--- src/rtl/mpc_pkg.sv ---
// ----------------------------------------------------------------------------
// Monomial power combiner package
// Shared types, widths and queue sizes for the combiner block.
// ----------------------------------------------------------------------------
`timescale 1ns / 1ps

package mpc_pkg;

	// Largest number of slots in one row.
	localparam int MAX_COLS    = 256;
	localparam int SLOT_IDX_W  = (MAX_COLS > 1) ? $clog2(MAX_COLS) : 1;
	localparam int ROW_SLOTS_W = 9;

	// Field widths.
	localparam int VAR_W  = 16;
	localparam int POW_W  = 16;
	localparam int TERM_W = 24;

	// Saturation limits of the summed power.
	localparam logic signed [TERM_W-1:0] TERM_MAX = {1'b0, {(TERM_W-1){1'b1}}};
	localparam logic signed [TERM_W-1:0] TERM_MIN = {1'b1, {(TERM_W-1){1'b0}}};

	// Input queue between front and back (depth is a power of two).
	localparam int IQ_DEPTH = 4;
	localparam int IQ_PTR_W = $clog2(IQ_DEPTH);
	localparam int IQ_CNT_W = $clog2(IQ_DEPTH + 1);

	// Result queue (depth is a power of two, at least two).
	localparam int OQ_DEPTH = 4;
	localparam int OQ_PTR_W = $clog2(OQ_DEPTH);
	localparam int OQ_CNT_W = $clog2(OQ_DEPTH + 1);

	// One input transaction.
	typedef struct packed {
		logic [VAR_W-1:0]        variable;
		logic signed [POW_W-1:0] power;
		logic                    row_end;
		logic                    matrix_start;
	} in_item_t;

	// One result transaction.
	typedef struct packed {
		logic [VAR_W-1:0]         term_variable;
		logic signed [TERM_W-1:0] term_power;
		logic                     last_of_row;
		logic [ROW_SLOTS_W-1:0]   row_slots;
		logic [ROW_SLOTS_W-1:0]   max_slots;
	} out_item_t;

	// An input item with its classification flags, as queued by the front.
	typedef struct packed {
		in_item_t item;
		logic     var_zero;
		logic     pow_zero;
	} cls_item_t;

	// Up to two results produced by the back for one item, oldest first.
	typedef struct packed {
		logic      valid0;
		logic      valid1;
		out_item_t res0;
		out_item_t res1;
	} res_pair_t;

endpackage

--- src/rtl/mpc_front.sv ---
// ----------------------------------------------------------------------------
// Monomial power combiner front end
// Accepts input transactions, classifies them and queues them for the back.
// ----------------------------------------------------------------------------
`timescale 1ns / 1ps

module mpc_front (
	input  logic               clk,
	input  logic               arst_n,
	input  logic               push,
	output logic               full,
	input  mpc_pkg::in_item_t  item,
	output logic               head_valid,
	input  logic               take,
	output mpc_pkg::cls_item_t head
);

	localparam logic [mpc_pkg::IQ_CNT_W-1:0] IQ_FULL =
		mpc_pkg::IQ_CNT_W'(mpc_pkg::IQ_DEPTH);

	mpc_pkg::cls_item_t               mem_q [mpc_pkg::IQ_DEPTH];
	logic [mpc_pkg::IQ_PTR_W-1:0]     wr_ptr_q;
	logic [mpc_pkg::IQ_PTR_W-1:0]     rd_ptr_q;
	logic [mpc_pkg::IQ_CNT_W-1:0]     count_q;
	logic                             do_push;
	logic                             do_pop;
	mpc_pkg::cls_item_t               cls;

	assign full       = (count_q == IQ_FULL);
	assign head_valid = (count_q != '0);
	assign do_push    = push && !full;
	assign do_pop     = take && head_valid;
	assign head       = mem_q[rd_ptr_q];

	// Classify the entry on the way in.
	always_comb begin
		cls.item     = item;
		cls.var_zero = (item.variable == '0);
		cls.pow_zero = (item.power == '0);
	end

	// Queue storage.
	always_ff @(posedge clk) begin
		if (do_push) begin
			mem_q[wr_ptr_q] <= cls;
		end
	end

	// Pointers and fill count.
	always_ff @(posedge clk or negedge arst_n) begin
		if (!arst_n) begin
			wr_ptr_q <= '0;
			rd_ptr_q <= '0;
			count_q  <= '0;
		end else begin
			if (do_push) begin
				wr_ptr_q <= wr_ptr_q + 1'b1;
			end
			if (do_pop) begin
				rd_ptr_q <= rd_ptr_q + 1'b1;
			end
			case ({do_push, do_pop})
				2'b10:   count_q <= count_q + 1'b1;
				2'b01:   count_q <= count_q - 1'b1;
				default: count_q <= count_q;
			endcase
		end
	end

endmodule

--- src/rtl/mpc_back.sv ---
// ----------------------------------------------------------------------------
// Monomial power combiner back end
// Merges queued entries into the open slot and produces up to two results.
// ----------------------------------------------------------------------------
`timescale 1ns / 1ps

module mpc_back (
	input  logic               clk,
	input  logic               arst_n,
	input  logic               head_valid,
	input  mpc_pkg::cls_item_t head,
	input  logic               space,
	output logic               take,
	output mpc_pkg::res_pair_t res
);

	localparam logic [mpc_pkg::SLOT_IDX_W-1:0] SLOT_LAST =
		mpc_pkg::SLOT_IDX_W'(mpc_pkg::MAX_COLS - 1);

	logic                                list_ended_q;
	logic [mpc_pkg::VAR_W-1:0]           slot_var_q;
	logic signed [mpc_pkg::TERM_W-1:0]   slot_pow_q;
	logic [mpc_pkg::SLOT_IDX_W-1:0]      slot_idx_q;
	logic [mpc_pkg::SLOT_IDX_W-1:0]      max_idx_q;

	logic                                le_cur;
	logic [mpc_pkg::VAR_W-1:0]           sv_cur;
	logic signed [mpc_pkg::TERM_W-1:0]   sp_cur;
	logic [mpc_pkg::SLOT_IDX_W-1:0]      si_cur;
	logic [mpc_pkg::SLOT_IDX_W-1:0]      mi_cur;

	logic                                le_nxt;
	logic [mpc_pkg::VAR_W-1:0]           sv_nxt;
	logic signed [mpc_pkg::TERM_W-1:0]   sp_nxt;
	logic [mpc_pkg::SLOT_IDX_W-1:0]      si_nxt;
	logic [mpc_pkg::SLOT_IDX_W-1:0]      mi_nxt;

	logic signed [mpc_pkg::TERM_W:0]     sum_wide;
	logic signed [mpc_pkg::TERM_W-1:0]   sum_sat;
	logic                                emit_close;

	assign take = head_valid && space;

	// Matrix start clears the row and the running maximum first.
	always_comb begin
		le_cur = head.item.matrix_start ? 1'b0 : list_ended_q;
		sv_cur = head.item.matrix_start ? '0 : slot_var_q;
		sp_cur = head.item.matrix_start ? '0 : slot_pow_q;
		si_cur = head.item.matrix_start ? '0 : slot_idx_q;
		mi_cur = head.item.matrix_start ? '0 : max_idx_q;
	end

	// Saturating sum of the slot power and the entry power.
	always_comb begin
		sum_wide = {sp_cur[mpc_pkg::TERM_W-1], sp_cur}
			+ (mpc_pkg::TERM_W + 1)'(head.item.power);
		if (sum_wide[mpc_pkg::TERM_W] != sum_wide[mpc_pkg::TERM_W-1]) begin
			sum_sat = sum_wide[mpc_pkg::TERM_W] ? mpc_pkg::TERM_MIN : mpc_pkg::TERM_MAX;
		end else begin
			sum_sat = sum_wide[mpc_pkg::TERM_W-1:0];
		end
	end

	// Slot update and result formation.
	always_comb begin
		le_nxt     = le_cur;
		sv_nxt     = sv_cur;
		sp_nxt     = sp_cur;
		si_nxt     = si_cur;
		mi_nxt     = mi_cur;
		emit_close = 1'b0;

		if (!le_cur) begin
			if (head.var_zero) begin
				le_nxt = 1'b1;
			end else if (!head.pow_zero) begin
				if (sv_cur == '0) begin
					sv_nxt = head.item.variable;
					sp_nxt = mpc_pkg::TERM_W'(head.item.power);
				end else if (sv_cur == head.item.variable) begin
					sp_nxt = sum_sat;
					if (sum_sat == '0) begin
						sv_nxt = '0;
					end
				end else begin
					emit_close = 1'b1;
					if (si_cur != SLOT_LAST) begin
						si_nxt = si_cur + 1'b1;
					end
					sv_nxt = head.item.variable;
					sp_nxt = mpc_pkg::TERM_W'(head.item.power);
				end
			end
		end

		if (head.item.row_end && (si_nxt > mi_cur)) begin
			mi_nxt = si_nxt;
		end

		res.valid0             = take && emit_close;
		res.res0.term_variable = sv_cur;
		res.res0.term_power    = sp_cur;
		res.res0.last_of_row   = 1'b0;
		res.res0.row_slots     = '0;
		res.res0.max_slots     = '0;

		res.valid1             = take && head.item.row_end;
		res.res1.term_variable = sv_nxt;
		res.res1.term_power    = sp_nxt;
		res.res1.last_of_row   = 1'b1;
		res.res1.row_slots     = mpc_pkg::ROW_SLOTS_W'(si_nxt) + mpc_pkg::ROW_SLOTS_W'(1);
		res.res1.max_slots     = mpc_pkg::ROW_SLOTS_W'(mi_nxt) + mpc_pkg::ROW_SLOTS_W'(1);
	end

	// Row and matrix state; a row end returns the row to its cleared state.
	always_ff @(posedge clk or negedge arst_n) begin
		if (!arst_n) begin
			list_ended_q <= 1'b0;
			slot_var_q   <= '0;
			slot_pow_q   <= '0;
			slot_idx_q   <= '0;
			max_idx_q    <= '0;
		end else if (take) begin
			max_idx_q <= mi_nxt;
			if (head.item.row_end) begin
				list_ended_q <= 1'b0;
				slot_var_q   <= '0;
				slot_pow_q   <= '0;
				slot_idx_q   <= '0;
			end else begin
				list_ended_q <= le_nxt;
				slot_var_q   <= sv_nxt;
				slot_pow_q   <= sp_nxt;
				slot_idx_q   <= si_nxt;
			end
		end
	end

endmodule

--- src/rtl/mpc_out_queue.sv ---
// ----------------------------------------------------------------------------
// Monomial power combiner result queue
// Takes up to two results per cycle in order and hands them out one at a time.
// ----------------------------------------------------------------------------
`timescale 1ns / 1ps

module mpc_out_queue (
	input  logic               clk,
	input  logic               arst_n,
	input  mpc_pkg::res_pair_t res,
	output logic               space,
	output logic               empty,
	input  logic               pop,
	output mpc_pkg::out_item_t result
);

	localparam logic [mpc_pkg::OQ_CNT_W-1:0] OQ_ROOM =
		mpc_pkg::OQ_CNT_W'(mpc_pkg::OQ_DEPTH - 2);

	mpc_pkg::out_item_t               mem_q [mpc_pkg::OQ_DEPTH];
	logic [mpc_pkg::OQ_PTR_W-1:0]     wr_ptr_q;
	logic [mpc_pkg::OQ_PTR_W-1:0]     rd_ptr_q;
	logic [mpc_pkg::OQ_CNT_W-1:0]     count_q;
	logic [mpc_pkg::OQ_PTR_W-1:0]     wr_ptr_p1;
	logic                             any_push;
	logic                             two_push;
	logic                             do_pop;
	logic [mpc_pkg::OQ_CNT_W-1:0]     n_push;
	mpc_pkg::out_item_t               first;

	assign space     = (count_q <= OQ_ROOM);
	assign empty     = (count_q == '0);
	assign do_pop    = pop && !empty;
	assign result    = mem_q[rd_ptr_q];
	assign wr_ptr_p1 = wr_ptr_q + 1'b1;
	assign any_push  = res.valid0 || res.valid1;
	assign two_push  = res.valid0 && res.valid1;
	assign first     = res.valid0 ? res.res0 : res.res1;
	assign n_push    = two_push ? mpc_pkg::OQ_CNT_W'(2)
		: (any_push ? mpc_pkg::OQ_CNT_W'(1) : '0);

	// Storage: the older result goes to the write pointer.
	always_ff @(posedge clk) begin
		if (any_push) begin
			mem_q[wr_ptr_q] <= first;
		end
		if (two_push) begin
			mem_q[wr_ptr_p1] <= res.res1;
		end
	end

	// Pointers and fill count.
	always_ff @(posedge clk or negedge arst_n) begin
		if (!arst_n) begin
			wr_ptr_q <= '0;
			rd_ptr_q <= '0;
			count_q  <= '0;
		end else begin
			wr_ptr_q <= wr_ptr_q + mpc_pkg::OQ_PTR_W'(n_push);
			if (do_pop) begin
				rd_ptr_q <= rd_ptr_q + 1'b1;
			end
			count_q <= count_q + n_push - mpc_pkg::OQ_CNT_W'(do_pop);
		end
	end

endmodule

--- src/rtl/monomial_power_combiner_unit.sv ---
// ----------------------------------------------------------------------------
// Monomial power combiner
// Combines the (variable, power) entries of monomial rows into terms.
// ----------------------------------------------------------------------------
// Path: an accepted item is written to the input queue, combined by the back end,
// and its results are registered in the result queue, which drives the result ports.
// Throughput: one item per cycle; an item may yield two results, and the back
// end waits while the result queue has room for fewer than two.
// Reset: arst_n clears the queues and all row and matrix state at once.
// ----------------------------------------------------------------------------
`timescale 1ns / 1ps

module monomial_power_combiner_unit (
	input  logic               clk,
	input  logic               arst_n,
	input  logic               push,
	output logic               full,
	input  mpc_pkg::in_item_t  item,
	output logic               empty,
	input  logic               pop,
	output mpc_pkg::out_item_t result
);

	logic               head_valid;
	logic               take;
	logic               space;
	mpc_pkg::cls_item_t head;
	mpc_pkg::res_pair_t res;

	// Front end: accept and classify.
	mpc_front u_front (
		.clk        (clk),
		.arst_n     (arst_n),
		.push       (push),
		.full       (full),
		.item       (item),
		.head_valid (head_valid),
		.take       (take),
		.head       (head)
	);

	// Back end: combine powers into slots.
	mpc_back u_back (
		.clk        (clk),
		.arst_n     (arst_n),
		.head_valid (head_valid),
		.head       (head),
		.space      (space),
		.take       (take),
		.res        (res)
	);

	// Result queue.
	mpc_out_queue u_out_queue (
		.clk    (clk),
		.arst_n (arst_n),
		.res    (res),
		.space  (space),
		.empty  (empty),
		.pop    (pop),
		.result (result)
	);

	// The back end only takes an item when the result queue can hold two results.
	a_take_space: assert property (@(posedge clk) disable iff (!arst_n)
		take |-> (space && head_valid))
		else $error("item taken without room in the result queue");

	// A row end always leaves a result waiting in the next cycle.
	a_row_end_result: assert property (@(posedge clk) disable iff (!arst_n)
		(take && head.item.row_end) |=> !empty)
		else $error("row end produced no result");

	// The closing result of a row carries a nonzero slot count.
	a_final_count: assert property (@(posedge clk) disable iff (!arst_n)
		res.valid1 |-> (res.res1.last_of_row && (res.res1.row_slots != '0)
			&& (res.res1.max_slots >= res.res1.row_slots)))
		else $error("bad slot counts on final result");

endmodule
--- config.mk ---
export PLATFORM = sky130hd
export DESIGN_NAME = monomial_power_combiner_unit
export DESIGN_NICKNAME = d
export VERILOG_FILES = /design/src/rtl/mpc_pkg.sv /design/src/rtl/mpc_front.sv /design/src/rtl/mpc_back.sv /design/src/rtl/mpc_out_queue.sv /design/src/rtl/monomial_power_combiner_unit.sv
export SDC_FILE = /design/constraint.sdc
export NUM_CORES = 1
export LEC_CHECK = 0
export ABC_AREA = 0
export BUFFER_PORTS_ARGS = -buffer_cell sky130_fd_sc_hd__buf_4
export CAP_MARGIN = 25
export CELL_PAD_IN_SITES_DETAIL_PLACEMENT = 2
export CELL_PAD_IN_SITES_GLOBAL_PLACEMENT = 2
export CORE_MARGIN = 5
export CORE_UTILIZATION = 40
export DETAILED_ROUTE_END_ITERATION = 10
export GPL_TIMING_DRIVEN = 1
export PLACE_DENSITY = 0.71
export SLEW_MARGIN = 5
export SYNTH_ARGS = -nofsm -noshare
export SYNTH_HDL_FRONTEND = slang
export SYNTH_HIERARCHICAL = 1
export SYNTH_SLANG_ARGS = --single-unit
--- constraint.sdc ---
create_clock -name clk -period 8.93 [get_ports clk]
set_input_delay 0.4465 -clock clk [delete_from_list [all_inputs] [get_ports clk]]
set_output_delay 0.4465 -clock clk [all_outputs]
set_load 0.01 [all_outputs]
==> results.json <==
{
  "status": "finished clean",
  "cp_cell_sequence": "buf_4 > mux4_2 > nor4bb_1 > a31oi_1 > o32ai_1 > nand4_1 > o21ai_0 > or2_2 > mux2_2 > ha_1 > nor2b_1 > o21a_1 > o21a_1 > o21bai_1 > a21oi_1 > buf_4 > o21ai_0 > a31oi_1 > nand3_1 > nor3b_1 > nand2b_1 > o221ai_1",
  "final_common_cell": "edfxtp_1",
  "pre_cts_ws_ps": 1618,
  "die-area_sq_um": 67050,
  "rsz0062_at_grt": "no",
  "cpPeakStageDelay_ps": 850,
  "syn_inst": 1965,
  "synth-async-reset-ratio_pct": 15.74,
  "cts_resized": 0,
  "wl_met3_mm": 3.712,
  "cts_tree": "done",
  "cp-end-kind": "flop",
  "p_leak_nw": 9.504,
  "final_max_slew_viol_count": 0,
  "first_pass_iters": 5,
  "drt_iter0_drc": 1199,
  "globalplace.congestion": 0.8855,
  "grt_pass1_wl_mm": 124.4,
  "syn_avg_cell_area_sq_um": 12.62,
  "ir_worst_vdd_mv": 0.1912,
  "grt_use_total_pct": 23.99,
  "worst_pin_slew_ps": 1034,
  "setup_viol": 0,
  "area_growth_syn_to_layout_pct": 12.07,
  "cpMaxStageDelayCell": "o21ai_0",
  "netlist_area_sq_um": 24790,
  "critical_path_class": "reg -> reg",
  "path_buf_inv": 2,
  "final-hold-violation-count": 0,
  "dr_wl_met2_mm": 39.96,
  "hp-class": "in -> reg",
  "vias_per_cell": 6.232,
  "place_area_sq_um": 26110,
  "pwr_density_cell_nw_per_um2": 384.4,
  "grt_max_degree": 95,
  "dieHeight_microns": 258.9,
  "clk_transition_reported_paths_ps": 70,
  "ys_seq_elements": 451,
  "numCtsBuffers": 51,
  "yosysWarningCount": 6,
  "core_area_sq_um": 61600,
  "post_drt_wl_per_cell_microns": 28.35,
  "routed_wl_mm": 81.64,
  "grt_pass1_vias": 19675,
  "fill_cells": 6017,
  "tns_ps": 0,
  "ys_dominant_reg_cell": "edfxtp_1",
  "synth_edf_count": 380,
  "maxCapViolCount": 0,
  "wl_met1_mm": 35.91,
  "hold_buffers": 1,
  "multi_input_comb_area_sq_um": 10680,
  "final_cell_mix": "edfxtp_1 (380), o221ai_1 (228), nand2_1 (192)",
  "route.vias.total": 17949,
  "die_w_microns": 258.9,
  "slew-limit-headroom_pct": 31.05,
  "skew_ps": 14.98,
  "clock_latency_ps": 600,
  "dr.max_layer_used": "met4",
  "nNetsFinal": 2087,
  "fp-row-count": 91,
  "crit_family": "compound AO/OA/AOI/OAI gates",
  "cts_setup_buffers": 0,
  "hpwlAfterDp_mm": 53.51,
  "cp.arrival_ps": 7780,
  "cts_root_buf": "clkbuf_16",
  "ioPinCount": 99,
  "fin_ws_ps": 1570,
  "cp-start-kind": "flop",
  "min_period_ps": 7360,
  "timing.fmax_ghz": 0.1359,
  "grt_overflow": 0,
  "initial_core_util_pct": 40.24,
  "htree_levels": 2,
  "drive_gt1_share_pct": 16.99,
  "fin_crit_sh_pct": 82.42,
  "ys_seq_area_share_pct": 53.20,
  "fin_area_sq_um": 27780,
  "synth_cell_types": 81,
  "crit_path_max_fanout": 37,
  "antenna_found_initial": 0,
  "postRouteAntennaNets": 0,
  "clockBufferDepth": 3,
  "cts_sinks": 451,
  "io_buffers": 98,
  "cp.required_ps": 9350,
  "final-seq-area_sq_um": 13200,
  "drc": 0
}
-- power by group --
group / leakage [nW] / total (W) / internal [W] / switching, W
logic: 4.28 / 0.00526 / 0.00198 / 0.00329
clock network: 0.784 / 0.00209 / 0.00121 / 0.000882
registers: 4.44 / 0.00333 / 0.00305 / 0.000278
-- Yosys cell counts, types with 12 or more instances --
cell	instances	area, sq um
nand2_1	193	724.4
ha_1	46	575.6
nand2b_1	123	769.5
mux4_2	95	2140
buf_4	31	232.7
clkbuf_1	74	277.8
a31oi_1	13	81.33
xnor2_1	31	271.5
nand3_1	18	90.09
inv_1	37	138.9
nor2b_1	49	306.5
dfrtp_1	71	1777
nor4_1	15	93.84
o221ai_1	228	1997
o211ai_1	16	120.1
a22o_1	52	455.4
nand4_1	12	75.07
nor3_1	15	75.07
buf_2	54	270.3
xor2_1	20	175.2
a21o_1	13	97.59
a21oi_1	48	240.2
edfxtp_1	380	11410
nor2_1	57	214.0
o21a_1	21	157.7
a211oi_1	12	90.09
o21ai_0	65	325.3
-- flip-flops by register name, indices dropped and copies added (netlist names), 2 cells and up --
name / flops
u_front/wr_ptr_q: 2
u_back/slot_var_q: 16
u_back/slot_pow_q: 24
u_out_queue/rd_ptr_q: 2
u_front/mem_q: 144
u_back/max_idx_q: 8
u_front/rd_ptr_q: 2
u_out_queue/mem_q: 236
u_out_queue/wr_ptr_q: 2
u_out_queue/count_q: 3
u_front/count_q: 3
u_back/slot_idx_q: 8
-- path summary, 6_finish.rpt --
kind                                        from                      end  slack (ps)  cells after the start
max                          u_front/rd_ptr_q[0]  u_out_queue/mem_q[2][8]        1570                     22
min                                     item[16]     u_front/mem_q[1][18]          50                      1
max reg2reg                  u_front/rd_ptr_q[0]  u_out_queue/mem_q[2][8]        1570                     22
min reg2reg                u_back/slot_pow_q[19]    u_back/slot_pow_q[19]         480                      1
max in group asynchronous                 arst_n  u_out_queue/rd_ptr_q[0]        7540                      3
min in group asynchronous                 arst_n      u_back/max_idx_q[6]         370                      2
-- worst reg2reg max path, cell delays in order (launching register included) --
cell	delay [ps]
dfrtp_2	370
buf_4	590
mux4_2	670
nor4bb_1	310
a31oi_1	70
o32ai_1	190
nand4_1	430
o21ai_0	850
or2_2	270
mux2_2	380
ha_1	310
nor2b_1	130
o21a_1	130
o21a_1	120
o21bai_1	60
a21oi_1	340
buf_4	260
o21ai_0	100
a31oi_1	480
nand3_1	270
nor3b_1	490
nand2b_1	170
o221ai_1	200
-- metrics by stage --
stage          hold slack [ps]  std cells  total power, W  utilization [%]
6_report                 54.07       2880         0.01068            45.10
5_1_grt                  32.61       2879         0.01129            45.10
4_1_cts                  14.67       2878         0.01075            45.05
3_5_place_dp             464.4       2782        0.008625            42.39
3_3_place_gp             453.2       2781        0.008377            42.34
2_1_floorplan            150.9       1983        0.006762                -
-- routing by layer --
layer / vias to the layer above / GRT usage [%]
li1: 7937 / -
met3: 113 / 3.317
met5: - / 0
met2: 471 / 40.75
met4: 0 / 6.566
met1: 9428 / 32.57
-- cell families after synthesis --
kind of cell	count (synthesis)	share of synthesized area (%)
AO/OA/AOI/OAI	556	17.70
flip-flops	451	53.20
AND/OR/NAND/NOR	541	11.35
buffers and inverters	208	4.210
adder cells (fa/ha/maj)	49	2.564
XOR/XNOR	51	1.802
multiplexers	107	9.146
other	2	0.03030
-- final cells by class --
| cell class | instances | share of cell area (%) |
|---|---|---|
| Sequential cell | 451 | 47.51 |
| Multi-Input combinational cell | 1324 | 38.45 |
| Clock buffer | 74 | 5.202 |
| Timing Repair Buffer | 135 | 3.891 |
| Tap cell | 837 | 3.770 |
| Clock inverter | 21 | 0.6666 |
| Inverter | 37 | 0.4999 |
| Antenna cell | 1 | 0.009008 |
(Power assumes the default switching activity.)
